--- src/sv/pidl_pkg.sv ---
// Shared types, constants and helpers for the PCI ID text lookup unit.
package pidl_pkg;

  // Configuration register indexes
  localparam logic CFG_VENDOR_KEY = 1'b0;
  localparam logic CFG_DEVICE_KEY = 1'b1;

  // Result kinds
  localparam logic [1:0] KIND_VNAME_CHAR = 2'd0;
  localparam logic [1:0] KIND_VNAME_END  = 2'd1;
  localparam logic [1:0] KIND_DNAME_CHAR = 2'd2;
  localparam logic [1:0] KIND_VERDICT    = 2'd3;

  // Verdict codes
  localparam logic [1:0] VERD_FOUND      = 2'd0;
  localparam logic [1:0] VERD_DEV_UNK    = 2'd1;
  localparam logic [1:0] VERD_VEND_UNK   = 2'd2;

  // Characters of interest
  localparam logic [7:0] CHR_NUL = 8'd0;
  localparam logic [7:0] CHR_TAB = 8'd9;
  localparam logic [7:0] CHR_LF  = 8'd10;
  localparam logic [7:0] CHR_CR  = 8'd13;

  // Result queue between the scanner and the output stage
  localparam int QDEPTH = 4;
  localparam int QAW    = $clog2(QDEPTH);

  // One result word
  typedef struct packed {
    logic [1:0] kind;
    logic [7:0] ch;
    logic [1:0] verdict;
  } res_t;

  // Line separators: CR, LF and NUL
  function automatic logic is_sep(input logic [7:0] b);
    is_sep = (b == CHR_CR) || (b == CHR_LF) || (b == CHR_NUL);
  endfunction

  // Upper-case hex character of one key nibble, most significant first
  function automatic logic [7:0] hex_char(input logic [15:0] key, input logic [1:0] pos);
    logic [3:0] nib;
    case (pos)
      2'd0:    nib = key[15:12];
      2'd1:    nib = key[11:8];
      2'd2:    nib = key[7:4];
      default: nib = key[3:0];
    endcase
    if (nib < 4'd10) begin
      hex_char = 8'd48 + {4'd0, nib};
    end else begin
      hex_char = 8'd55 + {4'd0, nib};
    end
  endfunction

endpackage

--- src/sv/pidl_scan.sv ---
// Front part: key registers and the byte scanner that classifies each text word.
module pidl_scan
  import pidl_pkg::*;
(
  input  logic        clk,
  input  logic        rst_n,
  input  logic        cfg_we,
  input  logic        cfg_addr,
  input  logic [15:0] cfg_wdata,
  input  logic        acc,
  input  logic [7:0]  text_byte,
  input  logic        begin_scan,
  output logic        res_valid,
  output res_t        res
);

  localparam logic [3:0] PH_VLINE  = 4'd0;
  localparam logic [3:0] PH_VSKIP  = 4'd1;
  localparam logic [3:0] PH_VGAP   = 4'd2;
  localparam logic [3:0] PH_VNAME  = 4'd3;
  localparam logic [3:0] PH_DSTART = 4'd4;
  localparam logic [3:0] PH_DKEY   = 4'd5;
  localparam logic [3:0] PH_DSKIP  = 4'd6;
  localparam logic [3:0] PH_DGAP   = 4'd7;
  localparam logic [3:0] PH_DNAME  = 4'd8;

  logic [15:0] vendor_key_r, device_key_r;
  logic [3:0]  phase_r, phase_nxt, ph;
  logic [1:0]  cnt_r, cnt_nxt, cnt;
  logic        fin_r, fin_nxt, fin;
  logic        sep;

  // Configuration writes
  always_ff @(posedge clk) begin
    if (!rst_n) begin
      vendor_key_r <= 16'd0;
      device_key_r <= 16'd0;
    end else if (cfg_we) begin
      case (cfg_addr)
        CFG_VENDOR_KEY: vendor_key_r <= cfg_wdata;
        CFG_DEVICE_KEY: device_key_r <= cfg_wdata;
        default: ;
      endcase
    end
  end

  // Scanner next state and result word
  always_comb begin
    ph        = begin_scan ? PH_VLINE : phase_r;
    cnt       = begin_scan ? 2'd0 : cnt_r;
    fin       = begin_scan ? 1'b0 : fin_r;
    sep       = is_sep(text_byte);
    phase_nxt = ph;
    cnt_nxt   = cnt;
    fin_nxt   = fin;
    res_valid = 1'b0;
    res.kind    = KIND_VERDICT;
    res.ch      = 8'd0;
    res.verdict = VERD_FOUND;
    if (!fin) begin
      case (ph)
        PH_VLINE, PH_DKEY: begin
          if (text_byte == hex_char((ph == PH_VLINE) ? vendor_key_r : device_key_r, cnt)) begin
            cnt_nxt = cnt + 2'd1;
            if (cnt == 2'd3) begin
              phase_nxt = (ph == PH_VLINE) ? PH_VGAP : PH_DGAP;
            end
          end else if (text_byte == CHR_NUL) begin
            fin_nxt     = 1'b1;
            res_valid   = 1'b1;
            res.verdict = VERD_VEND_UNK;
          end else if (sep) begin
            cnt_nxt   = 2'd0;
            phase_nxt = (ph == PH_VLINE) ? PH_VLINE : PH_DSTART;
          end else begin
            cnt_nxt   = 2'd0;
            phase_nxt = (ph == PH_VLINE) ? PH_VSKIP : PH_DSKIP;
          end
        end
        PH_VSKIP, PH_DSKIP: begin
          if (text_byte == CHR_NUL) begin
            fin_nxt     = 1'b1;
            res_valid   = 1'b1;
            res.verdict = VERD_VEND_UNK;
          end else if (sep) begin
            cnt_nxt   = 2'd0;
            phase_nxt = (ph == PH_VSKIP) ? PH_VLINE : PH_DSTART;
          end
        end
        PH_VGAP, PH_VNAME: begin
          if (text_byte == CHR_NUL) begin
            fin_nxt     = 1'b1;
            res_valid   = 1'b1;
            res.verdict = VERD_VEND_UNK;
          end else if (sep) begin
            phase_nxt = PH_DSTART;
            res_valid = 1'b1;
            res.kind  = KIND_VNAME_END;
          end else if (ph == PH_VGAP) begin
            phase_nxt = PH_VNAME;
          end else begin
            res_valid = 1'b1;
            res.kind  = KIND_VNAME_CHAR;
            res.ch    = text_byte;
          end
        end
        PH_DSTART: begin
          if (text_byte == CHR_TAB) begin
            cnt_nxt   = 2'd0;
            phase_nxt = PH_DKEY;
          end else begin
            fin_nxt     = 1'b1;
            res_valid   = 1'b1;
            res.verdict = VERD_DEV_UNK;
          end
        end
        PH_DGAP, PH_DNAME: begin
          if (sep) begin
            fin_nxt     = 1'b1;
            res_valid   = 1'b1;
            res.verdict = VERD_FOUND;
          end else if (ph == PH_DGAP) begin
            phase_nxt = PH_DNAME;
          end else begin
            res_valid = 1'b1;
            res.kind  = KIND_DNAME_CHAR;
            res.ch    = text_byte;
          end
        end
        default: begin
          phase_nxt = PH_VLINE;
          cnt_nxt   = 2'd0;
        end
      endcase
    end
    if (!acc) begin
      res_valid = 1'b0;
    end
  end

  // Scanner state, updated on each accepted word
  always_ff @(posedge clk) begin
    if (!rst_n) begin
      phase_r <= PH_VLINE;
      cnt_r   <= 2'd0;
      fin_r   <= 1'b0;
    end else if (acc) begin
      phase_r <= phase_nxt;
      cnt_r   <= cnt_nxt;
      fin_r   <= fin_nxt;
    end
  end

endmodule

--- src/sv/pidl_queue.sv ---
// Short result queue that decouples the scanner from the output stage.
module pidl_queue
  import pidl_pkg::*;
(
  input  logic clk,
  input  logic rst_n,
  input  logic push,
  input  res_t push_data,
  input  logic pop,
  output logic full,
  output logic nonempty,
  output res_t head
);

  res_t           mem_r [QDEPTH];
  logic [QAW-1:0] wp_r, rp_r;
  logic [QAW:0]   cnt_r;

  assign full     = (cnt_r == (QAW+1)'(QDEPTH));
  assign nonempty = (cnt_r != '0);
  assign head     = mem_r[rp_r];

  // Storage
  always_ff @(posedge clk) begin
    if (push) begin
      mem_r[wp_r] <= push_data;
    end
  end

  // Pointers and fill count
  always_ff @(posedge clk) begin
    if (!rst_n) begin
      wp_r  <= '0;
      rp_r  <= '0;
      cnt_r <= '0;
    end else begin
      if (push) begin
        wp_r <= (wp_r == QAW'(QDEPTH-1)) ? '0 : wp_r + QAW'(1);
      end
      if (pop) begin
        rp_r <= (rp_r == QAW'(QDEPTH-1)) ? '0 : rp_r + QAW'(1);
      end
      if (push && !pop) begin
        cnt_r <= cnt_r + (QAW+1)'(1);
      end else if (pop && !push) begin
        cnt_r <= cnt_r - (QAW+1)'(1);
      end
    end
  end

endmodule

--- src/sv/pidl_out.sv ---
// Back part: output register that presents result words to the master side.
module pidl_out
  import pidl_pkg::*;
(
  input  logic        clk,
  input  logic        rst_n,
  input  logic        q_nonempty,
  input  res_t        q_head,
  output logic        q_pop,
  output logic        out_tvalid,
  input  logic        out_tready,
  output logic [15:0] out_tdata,
  output logic [1:0]  out_tuser
);

  logic out_valid_r;
  res_t out_r;

  // Take the queue head whenever the register is free or being emptied
  assign q_pop = q_nonempty && (!out_valid_r || out_tready);

  always_ff @(posedge clk) begin
    if (!rst_n) begin
      out_valid_r <= 1'b0;
    end else if (q_pop) begin
      out_valid_r <= 1'b1;
    end else if (out_tready) begin
      out_valid_r <= 1'b0;
    end
  end

  always_ff @(posedge clk) begin
    if (q_pop) begin
      out_r <= q_head;
    end
  end

  assign out_tvalid = out_valid_r;
  assign out_tdata  = {6'd0, out_r.verdict, out_r.ch};
  assign out_tuser  = out_r.kind;

endmodule

--- src/sv/pci_id_text_lookup_unit.sv ---
// Top level of the PCI ID text lookup unit: scanner, result queue and output stage.
//
//   channel  direction  handshake               payload
//   in_      slave      in_tvalid / in_tready   tdata: text_byte; tuser: begin_scan
//   out_     master     out_tvalid / out_tready tdata: name_char, verdict; tuser: item_kind
//   cfg_     write      cfg_we                  cfg_addr: register index; cfg_wdata
//
// One text word is accepted per cycle while in_tready is high; the scanner classifies it in that cycle.
// A result word is written to the queue at the edge that accepts its text word and
// then loads the out_tvalid register once that register is free or being emptied.
// in_tready drops only while the four-entry result queue is full.
// Reset is synchronous; the scanner restarts at a vendor line start.
module pci_id_text_lookup_unit
  import pidl_pkg::*;
(
  input  logic        clk,
  input  logic        rst_n,
  input  logic        cfg_we,
  input  logic        cfg_addr,
  input  logic [15:0] cfg_wdata,
  input  logic        in_tvalid,
  output logic        in_tready,
  input  logic [7:0]  in_tdata,   // [7:0] text_byte
  input  logic        in_tuser,   // [0] begin_scan
  output logic        out_tvalid,
  input  logic        out_tready,
  output logic [15:0] out_tdata,  // [7:0] name_char, [9:8] verdict, [15:10] zero
  output logic [1:0]  out_tuser   // [1:0] item_kind
);

  logic acc;
  logic res_valid;
  res_t res;
  logic q_full, q_nonempty, q_pop;
  res_t q_head;

  assign in_tready = !q_full;
  assign acc       = in_tvalid && in_tready;

  pidl_scan u_scan (
    .clk        (clk),
    .rst_n      (rst_n),
    .cfg_we     (cfg_we),
    .cfg_addr   (cfg_addr),
    .cfg_wdata  (cfg_wdata),
    .acc        (acc),
    .text_byte  (in_tdata),
    .begin_scan (in_tuser),
    .res_valid  (res_valid),
    .res        (res)
  );

  pidl_queue u_queue (
    .clk       (clk),
    .rst_n     (rst_n),
    .push      (res_valid),
    .push_data (res),
    .pop       (q_pop),
    .full      (q_full),
    .nonempty  (q_nonempty),
    .head      (q_head)
  );

  pidl_out u_out (
    .clk        (clk),
    .rst_n      (rst_n),
    .q_nonempty (q_nonempty),
    .q_head     (q_head),
    .q_pop      (q_pop),
    .out_tvalid (out_tvalid),
    .out_tready (out_tready),
    .out_tdata  (out_tdata),
    .out_tuser  (out_tuser)
  );

endmodule

--- config.mk ---
export PLATFORM = sky130hd
export DESIGN_NAME = pci_id_text_lookup_unit
export DESIGN_NICKNAME = d
export VERILOG_FILES = /design/src/sv/pidl_pkg.sv /design/src/sv/pidl_scan.sv /design/src/sv/pidl_queue.sv /design/src/sv/pidl_out.sv /design/src/sv/pci_id_text_lookup_unit.sv
export SDC_FILE = /design/constraint.sdc
export NUM_CORES = 1
export LEC_CHECK = 0
export BUFFER_PORTS_ARGS = -buffer_cell sky130_fd_sc_hd__buf_4
export CORE_MARGIN = 8
export CORE_UTILIZATION = 30
export CTS_CLUSTER_SIZE = 16
export DETAILED_ROUTE_END_ITERATION = 10
export PLACE_DENSITY = 0.53
export SKIP_CTS_REPAIR_TIMING = 1
export SYNTH_ARGS = -nofsm -noshare
export SYNTH_HDL_FRONTEND = slang
export SYNTH_HIERARCHICAL = 1
export SYNTH_SLANG_ARGS = --single-unit
--- constraint.sdc ---
create_clock -name clk -period 10.21 [get_ports clk]
set_input_delay 3.063 -clock clk [delete_from_list [all_inputs] [get_ports clk]]
set_output_delay 3.063 -clock clk [all_outputs]
set_load 0.02 [all_outputs]
==> results of run 1 <==
## sequential cells by signal, indices dropped and copies added (netlist names), 3 cells and up, named ones only
| name | cells |
|---|---|
| u_queue/mem_r | 48 |
| u_out/out_tdata | 10 |
| u_queue/cnt_r | 3 |
| u_scan/device_key_r | 16 |
| u_scan/phase_r | 4 |
| u_scan/vendor_key_r | 16 |
## final timing paths
path	startpoint	end	slack (ps)	cells past startpoint
hold / removal	u_scan/device_key_r[7]	u_scan/device_key_r[7]	460	2
setup reg to reg	u_scan/phase_r[2]	u_scan/phase_r[1]	5910	13
setup / recovery	in_tuser	u_scan/phase_r[1]	3120	18
hold reg to reg	u_scan/device_key_r[7]	u_scan/device_key_r[7]	460	2
## where the power goes
group	internal, W	switching, W	total (W)
registers	0.000520	0.0000425	0.000562
clock network	0.000195	0.000165	0.000360
logic	0.000130	0.000137	0.000267
total	0.000845	0.000344	0.00119
## placed cells by master (no fill, tap or decap), drive strengths merged, types with 5 or more instances in the layout
cell / synthesis / final
nor2: 19 / 19
nand2: 86 / 86
clkbuf: 20 / 10
nor3: 6 / 6
mux4: 18 / 18
conb: 1 / 6
a21oi: 48 / 48
ha: 11 / 11
buf: 13 / 46
and2: 11 / 11
o21ai: 15 / 15
edfxtp: 60 / 60
nand3: 5 / 5
nor2b: 11 / 11
a222oi: 8 / 8
mux2i: 6 / 6
inv: 25 / 29
dfxtp: 49 / 49
## metal layers
layer	GRT usage, %	routed length (um)
met2	18.3	5570
met3	3.58	606
met4	4.03	210
met5	0	0
met1	11.8	4840
## kinds of logic after synthesis
| logic type | count (synthesis) |
|---|---|
| buffers and inverters | 59 |
| AO/OA/AOI/OAI | 100 |
| adder cells (fa/ha/maj) | 12 |
| XOR/XNOR | 5 |
| multiplexers | 24 |
| other | 1 |
| flip-flops | 109 |
| AND/OR/NAND/NOR | 169 |
## layout make-up
type,count,share of cell area [%]
timing repair buffer,46,5.76
tap,225,4.70
sequential,109,46.4
clock buffer,10,3.82
clock inverter,6,1.32
multi-input combinational,316,36.3
inverter,26,1.63
## metrics by stage
stage	util, %	worst slack [ps]	power, W	hold slack, ps	instance area, sq um
4_1_cts	35.0	3160	0.00121	457	5990
5_1_grt	35.0	2740	0.00125	472	5990
3_5_place_dp	33.2	2780	0.000845	446	5690
2_1_floorplan	-	3490	0.000755	433	5230
3_3_place_gp	33.2	2960	0.000840	441	5690
6_report	35.0	3120	0.00119	457	5990
## worst min-delay path, stage by stage, from the launching register on
cell and delay, ps:
sky130_fd_sc_hd__dfxtp_1 310, sky130_fd_sc_hd__nand2_1 50, sky130_fd_sc_hd__a21oi_1 50
==> impl_metrics.prom, run 1 <==
# TYPE chip_impl_metric gauge
chip_impl_metric{name="share_of_cell_area_taken_by_muxes_after_synthesis",unit="%"} 9.22
chip_impl_metric{name="layout.nets",unit=""} 551
chip_impl_metric{name="critical-path-max-stage-delay",unit="ps"} 660
chip_impl_metric{name="synth_largest_type_area_fraction",unit="%"} 34.6
chip_impl_metric{name="skew",unit="ps"} 6.51
chip_impl_metric{name="worst_ir_drop_vdd",unit="mV"} 0.0883
chip_impl_metric{name="drtIter0Drc",unit=""} 218
chip_impl_metric{name="vias_in_the_first_global_route",unit=""} 3587
chip_impl_metric{name="synth.lib_cells_used.distinct",unit=""} 61
chip_impl_metric{name="coreArea",unit="sq um"} 17100
chip_impl_metric{name="post_synth_fa_ha_maj_area_fraction",unit="%"} 3.03
chip_impl_metric{name="cap_viol_max_count",unit=""} 0
chip_impl_metric{name="cts.sinks",unit=""} 109
chip_impl_info{name="cp_top_family",value="compound AO/OA/AOI/OAI gates"} 1
chip_impl_metric{name="io_pins",unit=""} 51
chip_impl_metric{name="global_route.overflow_total",unit=""} 0
chip_impl_metric{name="fill_cells",unit=""} 1707
chip_impl_metric{name="cts-htree-levels",unit=""} 3
chip_impl_metric{name="final_setup_violation_count",unit=""} 0
chip_impl_info{name="cpMaxStageDelayCell",value="sky130_fd_sc_hd__or4b_2"} 1
chip_impl_metric{name="seq_area_frac_synth",unit="%"} 53.4
chip_impl_metric{name="syn-instance-count",unit=""} 479
chip_impl_metric{name="fin_crit",unit="ps"} 7090
chip_impl_metric{name="path_clk_slew",unit="ps"} 70
chip_impl_metric{name="xor_and_xnor_area_share_after_synthesis",unit="%"} 0.840
chip_impl_metric{name="place.gp.congestion",unit=""} 0.796
chip_impl_metric{name="multi_input_comb_area",unit="sq um"} 2180
chip_impl_info{name="path_class",value="input pin to register"} 1
chip_impl_metric{name="antenna_cells",unit=""} 0
chip_impl_metric{name="timing.final.crit_share",unit="%"} 69.5
chip_impl_info{name="main_flop_type_after_synthesis",value="sky130_fd_sc_hd__edfxtp_1"} 1
chip_impl_metric{name="totalWireLength",unit="um"} 11200
chip_impl_metric{name="grt_usage",unit="%"} 10.5
chip_impl_metric{name="clk-insertion-delay-late",unit="ps"} 360
chip_impl_metric{name="layoutNonFillerInstCount",unit=""} 738
chip_impl_metric{name="synth.ff_latch_count",unit=""} 109
chip_impl_info{name="worstSetupStartpointType",value="input pin"} 1
chip_impl_metric{name="syn_area_per_cell",unit="sq um"} 10.9
chip_impl_metric{name="synth_compound_gate_area_share",unit="%"} 12.5
chip_impl_metric{name="portBuffers",unit=""} 44
chip_impl_info{name="status",value="finished clean"} 1
chip_impl_metric{name="report.final.slew_viol_count",unit=""} 0
chip_impl_metric{name="max-clock-path-buffers",unit=""} 2
chip_impl_metric{name="drt_first_pass_iters",unit=""} 5
chip_impl_metric{name="grt_start_max_net_pins",unit=""} 39
chip_impl_info{name="tritoncts_clock_tree",value="done"} 1
chip_impl_metric{name="syn_to_final_growth",unit="%"} 15.0
chip_impl_metric{name="chipHeight",unit="um"} 148
chip_impl_metric{name="fp.dieArea",unit="sq um"} 21800
chip_impl_info{name="post_synth_most_frequent_cells",value="sky130_fd_sc_hd__nand2_1, sky130_fd_sc_hd__edfxtp_1, sky130_fd_sc_hd__dfxtp_1"} 1
chip_impl_info{name="critical_path_end_type",value="register"} 1
chip_impl_metric{name="worst_ep_required_time",unit="ps"} 10470
chip_impl_metric{name="worst_pin_slew",unit="ps"} 1230
chip_impl_info{name="critical_path.cell_chain",value="buf_4 -> clkinv_1 -> nand2_1 -> inv_1 -> ha_1 -> a222oi_1 -> inv_1 -> mux4_2 -> inv_1 -> ha_1 -> nand3b_1 -> o31ai_1 -> mux2i_1 -> a21oi_1 -> or4b_2 -> a21oi_4 -> a31oi_1 -> o41ai_2"} 1
chip_impl_metric{name="floorplan.die.width",unit="um"} 148
chip_impl_metric{name="detailed_place_hpwl",unit="um"} 7970
chip_impl_metric{name="number_of_flops_mapped_to_enable_cells_by_yosys",unit=""} 60
chip_impl_metric{name="pwr_density_cell",unit="nW/um^2"} 198
chip_impl_metric{name="path_max_fanout",unit=""} 11
chip_impl_info{name="dominant_combinational_cell_family_by_area_after_synthesis",value="simple AND/OR/NAND/NOR gates"} 1
chip_impl_metric{name="row_count",unit=""} 48
chip_impl_metric{name="syn-cell-area",unit="sq um"} 5210
chip_impl_metric{name="clock.fmax",unit="MHz"} 141
chip_impl_metric{name="ys_warn_count",unit=""} 6
chip_impl_info{name="synth_area_leader_cell",value="sky130_fd_sc_hd__edfxtp_1"} 1
chip_impl_metric{name="initial_antenna_violation_count",unit=""} 0
chip_impl_metric{name="final_hold_viol_count",unit=""} 0
chip_impl_metric{name="route.detailed.vias_per_inst",unit=""} 4.86
chip_impl_metric{name="routed_wire_length_per_instance",unit="um"} 15.2
chip_impl_metric{name="power.leakage",unit="nW"} 2.19
chip_impl_metric{name="remaining_drc_errors",unit=""} 0
chip_impl_metric{name="first_pass_grt_wire_length",unit="um"} 18400
chip_impl_metric{name="final_layout_size_suffix_gt1_share",unit="%"} 16.4
chip_impl_metric{name="numCtsBuffers",unit=""} 9
chip_impl_info{name="cts_root_buffer_type",value="sky130_fd_sc_hd__clkbuf_16"} 1
chip_impl_info{name="hold_path_class",value="register to register"} 1
chip_impl_metric{name="critical_path.n_buffers_inverters",unit=""} 5
chip_impl_metric{name="register_area",unit="sq um"} 2780
chip_impl_metric{name="synth-async-reset-ratio",unit="%"} 0
chip_impl_info{name="synthMostInstantiatedCell",value="sky130_fd_sc_hd__nand2_1"} 1
chip_impl_metric{name="max_slew_margin",unit="%"} 18.2
chip_impl_info{name="cells_taking_the_most_area_after_synthesis",value="sky130_fd_sc_hd__edfxtp_1, sky130_fd_sc_hd__dfxtp_1, sky130_fd_sc_hd__nand2_1, sky130_fd_sc_hd__mux4_2, sky130_fd_sc_hd__a21oi_1"} 1
chip_impl_metric{name="ant_nets",unit=""} 0
chip_impl_metric{name="starting_density_of_the_core",unit="%"} 30.4
chip_impl_metric{name="placed_cells_incl_taps",unit=""} 722
chip_impl_metric{name="synth-simple-area-share",unit="%"} 15.8
chip_impl_metric{name="cp_data_arrival_time",unit="ps"} 7360
chip_impl_info{name="grt_setup_unrepaired",value="false"} 1
chip_impl_metric{name="route.vias.total",unit=""} 3585
chip_impl_metric{name="final_total_negative_setup_slack",unit="ps"} 0
chip_impl_info{name="most_used_cell_cp",value="sky130_fd_sc_hd__inv_1"} 1
Note: power is estimated with default switching activity, not from simulation.
==> run 2, diff against run 1 <==
==> constraint.sdc (replaced) <==
create_clock -name clk -period 6.9 [get_ports clk]
set_input_delay 2.07 -clock clk [delete_from_list [all_inputs] [get_ports clk]]
set_output_delay 2.07 -clock clk [all_outputs]
set_load 0.02 [all_outputs]
==> impl_metrics.prom, run 2 (synthesis results as in run 1) <==
# TYPE chip_impl_metric gauge
chip_impl_info{name="critical_path_end_type",value="register"} 1
chip_impl_metric{name="global_route.overflow_total",unit=""} 0
chip_impl_metric{name="antenna_cells",unit=""} 0
chip_impl_info{name="top_regs",value="u_queue/mem_r x48, u_scan/device_key_r x16, u_scan/vendor_key_r x16"} 1
chip_impl_info{name="mostFrequentLayoutCells",value="sky130_fd_sc_hd__nand2_1, sky130_fd_sc_hd__edfxtp_1, sky130_fd_sc_hd__dfxtp_1"} 1
chip_impl_metric{name="cts.sinks",unit=""} 109
chip_impl_metric{name="numCtsBuffers",unit=""} 9
chip_impl_metric{name="ant_nets",unit=""} 0
chip_impl_metric{name="final_setup_violation_count",unit=""} 0
chip_impl_metric{name="grt_start_max_net_pins",unit=""} 39
chip_impl_metric{name="first_pass_grt_wire_length",unit="um"} 18400
chip_impl_metric{name="drtIter0Drc",unit=""} 225
chip_impl_metric{name="final_hold_viol_count",unit=""} 0
chip_impl_metric{name="largest_reg_flops",unit=""} 48
chip_impl_metric{name="max-clock-path-buffers",unit=""} 2
chip_impl_info{name="hold_path_class",value="register to register"} 1
chip_impl_metric{name="cp_data_arrival_time",unit="ps"} 6330
chip_impl_metric{name="row_count",unit=""} 48
chip_impl_metric{name="clk-insertion-delay-late",unit="ps"} 350
chip_impl_metric{name="cap_viol_max_count",unit=""} 0
chip_impl_metric{name="place.gp.congestion",unit=""} 0.837
chip_impl_metric{name="skew",unit="ps"} 9.02
chip_impl_metric{name="max_slew_margin",unit="%"} 19.6
chip_impl_metric{name="path_max_fanout",unit=""} 11
chip_impl_info{name="status",value="finished clean"} 1
chip_impl_info{name="tritoncts_clock_tree",value="done"} 1
chip_impl_info{name="layout_commonest_cell",value="sky130_fd_sc_hd__nand2_1"} 1
chip_impl_metric{name="cts-htree-levels",unit=""} 3
chip_impl_metric{name="worst-r2r-cell-count",unit=""} 13
chip_impl_metric{name="io_pins",unit=""} 51
chip_impl_metric{name="report.final.slew_viol_count",unit=""} 0
chip_impl_metric{name="syn_to_final_growth",unit="%"} 15.4
chip_impl_info{name="path_class",value="input pin to register"} 1
chip_impl_metric{name="fin_crit",unit="ps"} 6080
chip_impl_metric{name="fp.dieArea",unit="sq um"} 21800
chip_impl_metric{name="remaining_drc_errors",unit=""} 0
chip_impl_info{name="worstSetupStartpointType",value="input pin"} 1
chip_impl_metric{name="worst_ep_required_time",unit="ps"} 7150
chip_impl_metric{name="coreArea",unit="sq um"} 17100
chip_impl_metric{name="route.vias.total",unit=""} 3621
chip_impl_metric{name="routed_wire_length_per_instance",unit="um"} 15.4
chip_impl_metric{name="totalWireLength",unit="um"} 11400
chip_impl_metric{name="starting_density_of_the_core",unit="%"} 30.4
chip_impl_metric{name="grt_usage",unit="%"} 10.5
chip_impl_metric{name="timing.final.crit_share",unit="%"} 88.1
chip_impl_info{name="cts_root_buffer_type",value="sky130_fd_sc_hd__clkbuf_16"} 1
chip_impl_metric{name="floorplan.die.width",unit="um"} 148
chip_impl_metric{name="worst_pin_slew",unit="ps"} 1210
chip_impl_metric{name="vias_in_the_first_global_route",unit=""} 3519
chip_impl_metric{name="pwr_density_cell",unit="nW/um^2"} 294
chip_impl_info{name="top_register",value="u_queue/mem_r"} 1
chip_impl_metric{name="drt_first_pass_iters",unit=""} 4
chip_impl_metric{name="final_total_negative_setup_slack",unit="ps"} 0
chip_impl_metric{name="initial_antenna_violation_count",unit=""} 0
chip_impl_metric{name="power.leakage",unit="nW"} 2.20
chip_impl_metric{name="layout.nets",unit=""} 553
chip_impl_metric{name="chipHeight",unit="um"} 148
chip_impl_metric{name="final_power",unit="W"} 0.00177
chip_impl_metric{name="portBuffers",unit=""} 44
chip_impl_metric{name="route.detailed.vias_per_inst",unit=""} 4.89
chip_impl_metric{name="detailed_place_hpwl",unit="um"} 8210
chip_impl_metric{name="holdPathStages",unit=""} 2
chip_impl_metric{name="worst_ir_drop_vdd",unit="mV"} 0.137
chip_impl_metric{name="path_clk_slew",unit="ps"} 70
chip_impl_info{name="grt_setup_unrepaired",value="false"} 1
chip_impl_metric{name="clock.fmax",unit="MHz"} 165
chip_impl_metric{name="final_layout_size_suffix_gt1_share",unit="%"} 16.9
## run 2: cell types whose count changed in the layout (fill, tap and decap cells not counted), sizes merged
cell    previous run  this run
buf               46        48
clkinv             2         3
inv               29        28
## run 2: routing by layer
metal / track usage (%) / vias up / part of all wire [%]
met5: 0 / - / 0
li1: - / 1788 / -
met3: 2.97 / 12 / 4.7
met2: 18.0 / 80 / 50
met4: 3.52 / 0 / 1.3
met1: 12.5 / 1741 / 44
## run 2: final timing paths
kind,slack (ps),to,startpoint
setup / recovery,820,u_scan/phase_r[1],in_tuser
hold / removal,460,u_scan/device_key_r[0],u_scan/device_key_r[0]
setup reg to reg,2580,u_scan/phase_r[1],u_scan/phase_r[2]
hold reg to reg,460,u_scan/device_key_r[0],u_scan/device_key_r[0]
## run 2: area by class of cell
cell class              instances  area (sq um)
repair buffers                 48           360
multi-input cells             316          2180
clock buffers                  10           239
fillers                      1721         11100
well taps                     225           282
clock inverters                 6          75.1
inverters                      26          97.6
flip-flops and latches        109          2780
## run 2: stage by stage
step / worst slack (ps) / instances / hold WS [ps] / utilization (%) / instance area (sq um)
2_1_floorplan: 1170 / 484 / 433 / - / 5230
3_3_place_gp: 725 / 724 / 446 / 33.3 / 5700
3_5_place_dp: 480 / 724 / 450 / 33.3 / 5700
4_1_cts: 872 / 740 / 462 / 35.1 / 6010
5_1_grt: 447 / 740 / 479 / 35.1 / 6010
6_report: 824 / 740 / 461 / 35.1 / 6010
## run 2: critical path: stages
cell and delay, ps:
sky130_fd_sc_hd__buf_4 140, sky130_fd_sc_hd__clkinv_1 230, sky130_fd_sc_hd__nand2_1 190, sky130_fd_sc_hd__inv_1 100, sky130_fd_sc_hd__ha_1 300, sky130_fd_sc_hd__a222oi_1 490
sky130_fd_sc_hd__inv_1 70, sky130_fd_sc_hd__mux4_2 490, sky130_fd_sc_hd__inv_1 130, sky130_fd_sc_hd__ha_1 280, sky130_fd_sc_hd__nand3b_1 140, sky130_fd_sc_hd__o31ai_1 80
sky130_fd_sc_hd__mux2i_1 180, sky130_fd_sc_hd__a21oi_1 100, sky130_fd_sc_hd__or4b_2 660, sky130_fd_sc_hd__a21oi_4 220, sky130_fd_sc_hd__a31oi_1 130, sky130_fd_sc_hd__o41ai_2 320
## run 2: power by group
| group | internal (W) | total [W] | switching, W |
|---|---|---|---|
| sequential | 0.000769 | 0.000832 | 0.0000634 |
| clock | 0.000298 | 0.000541 | 0.000243 |
| combinational | 0.000193 | 0.000396 | 0.000203 |
| total | 0.00126 | 0.00177 | 0.000509 |
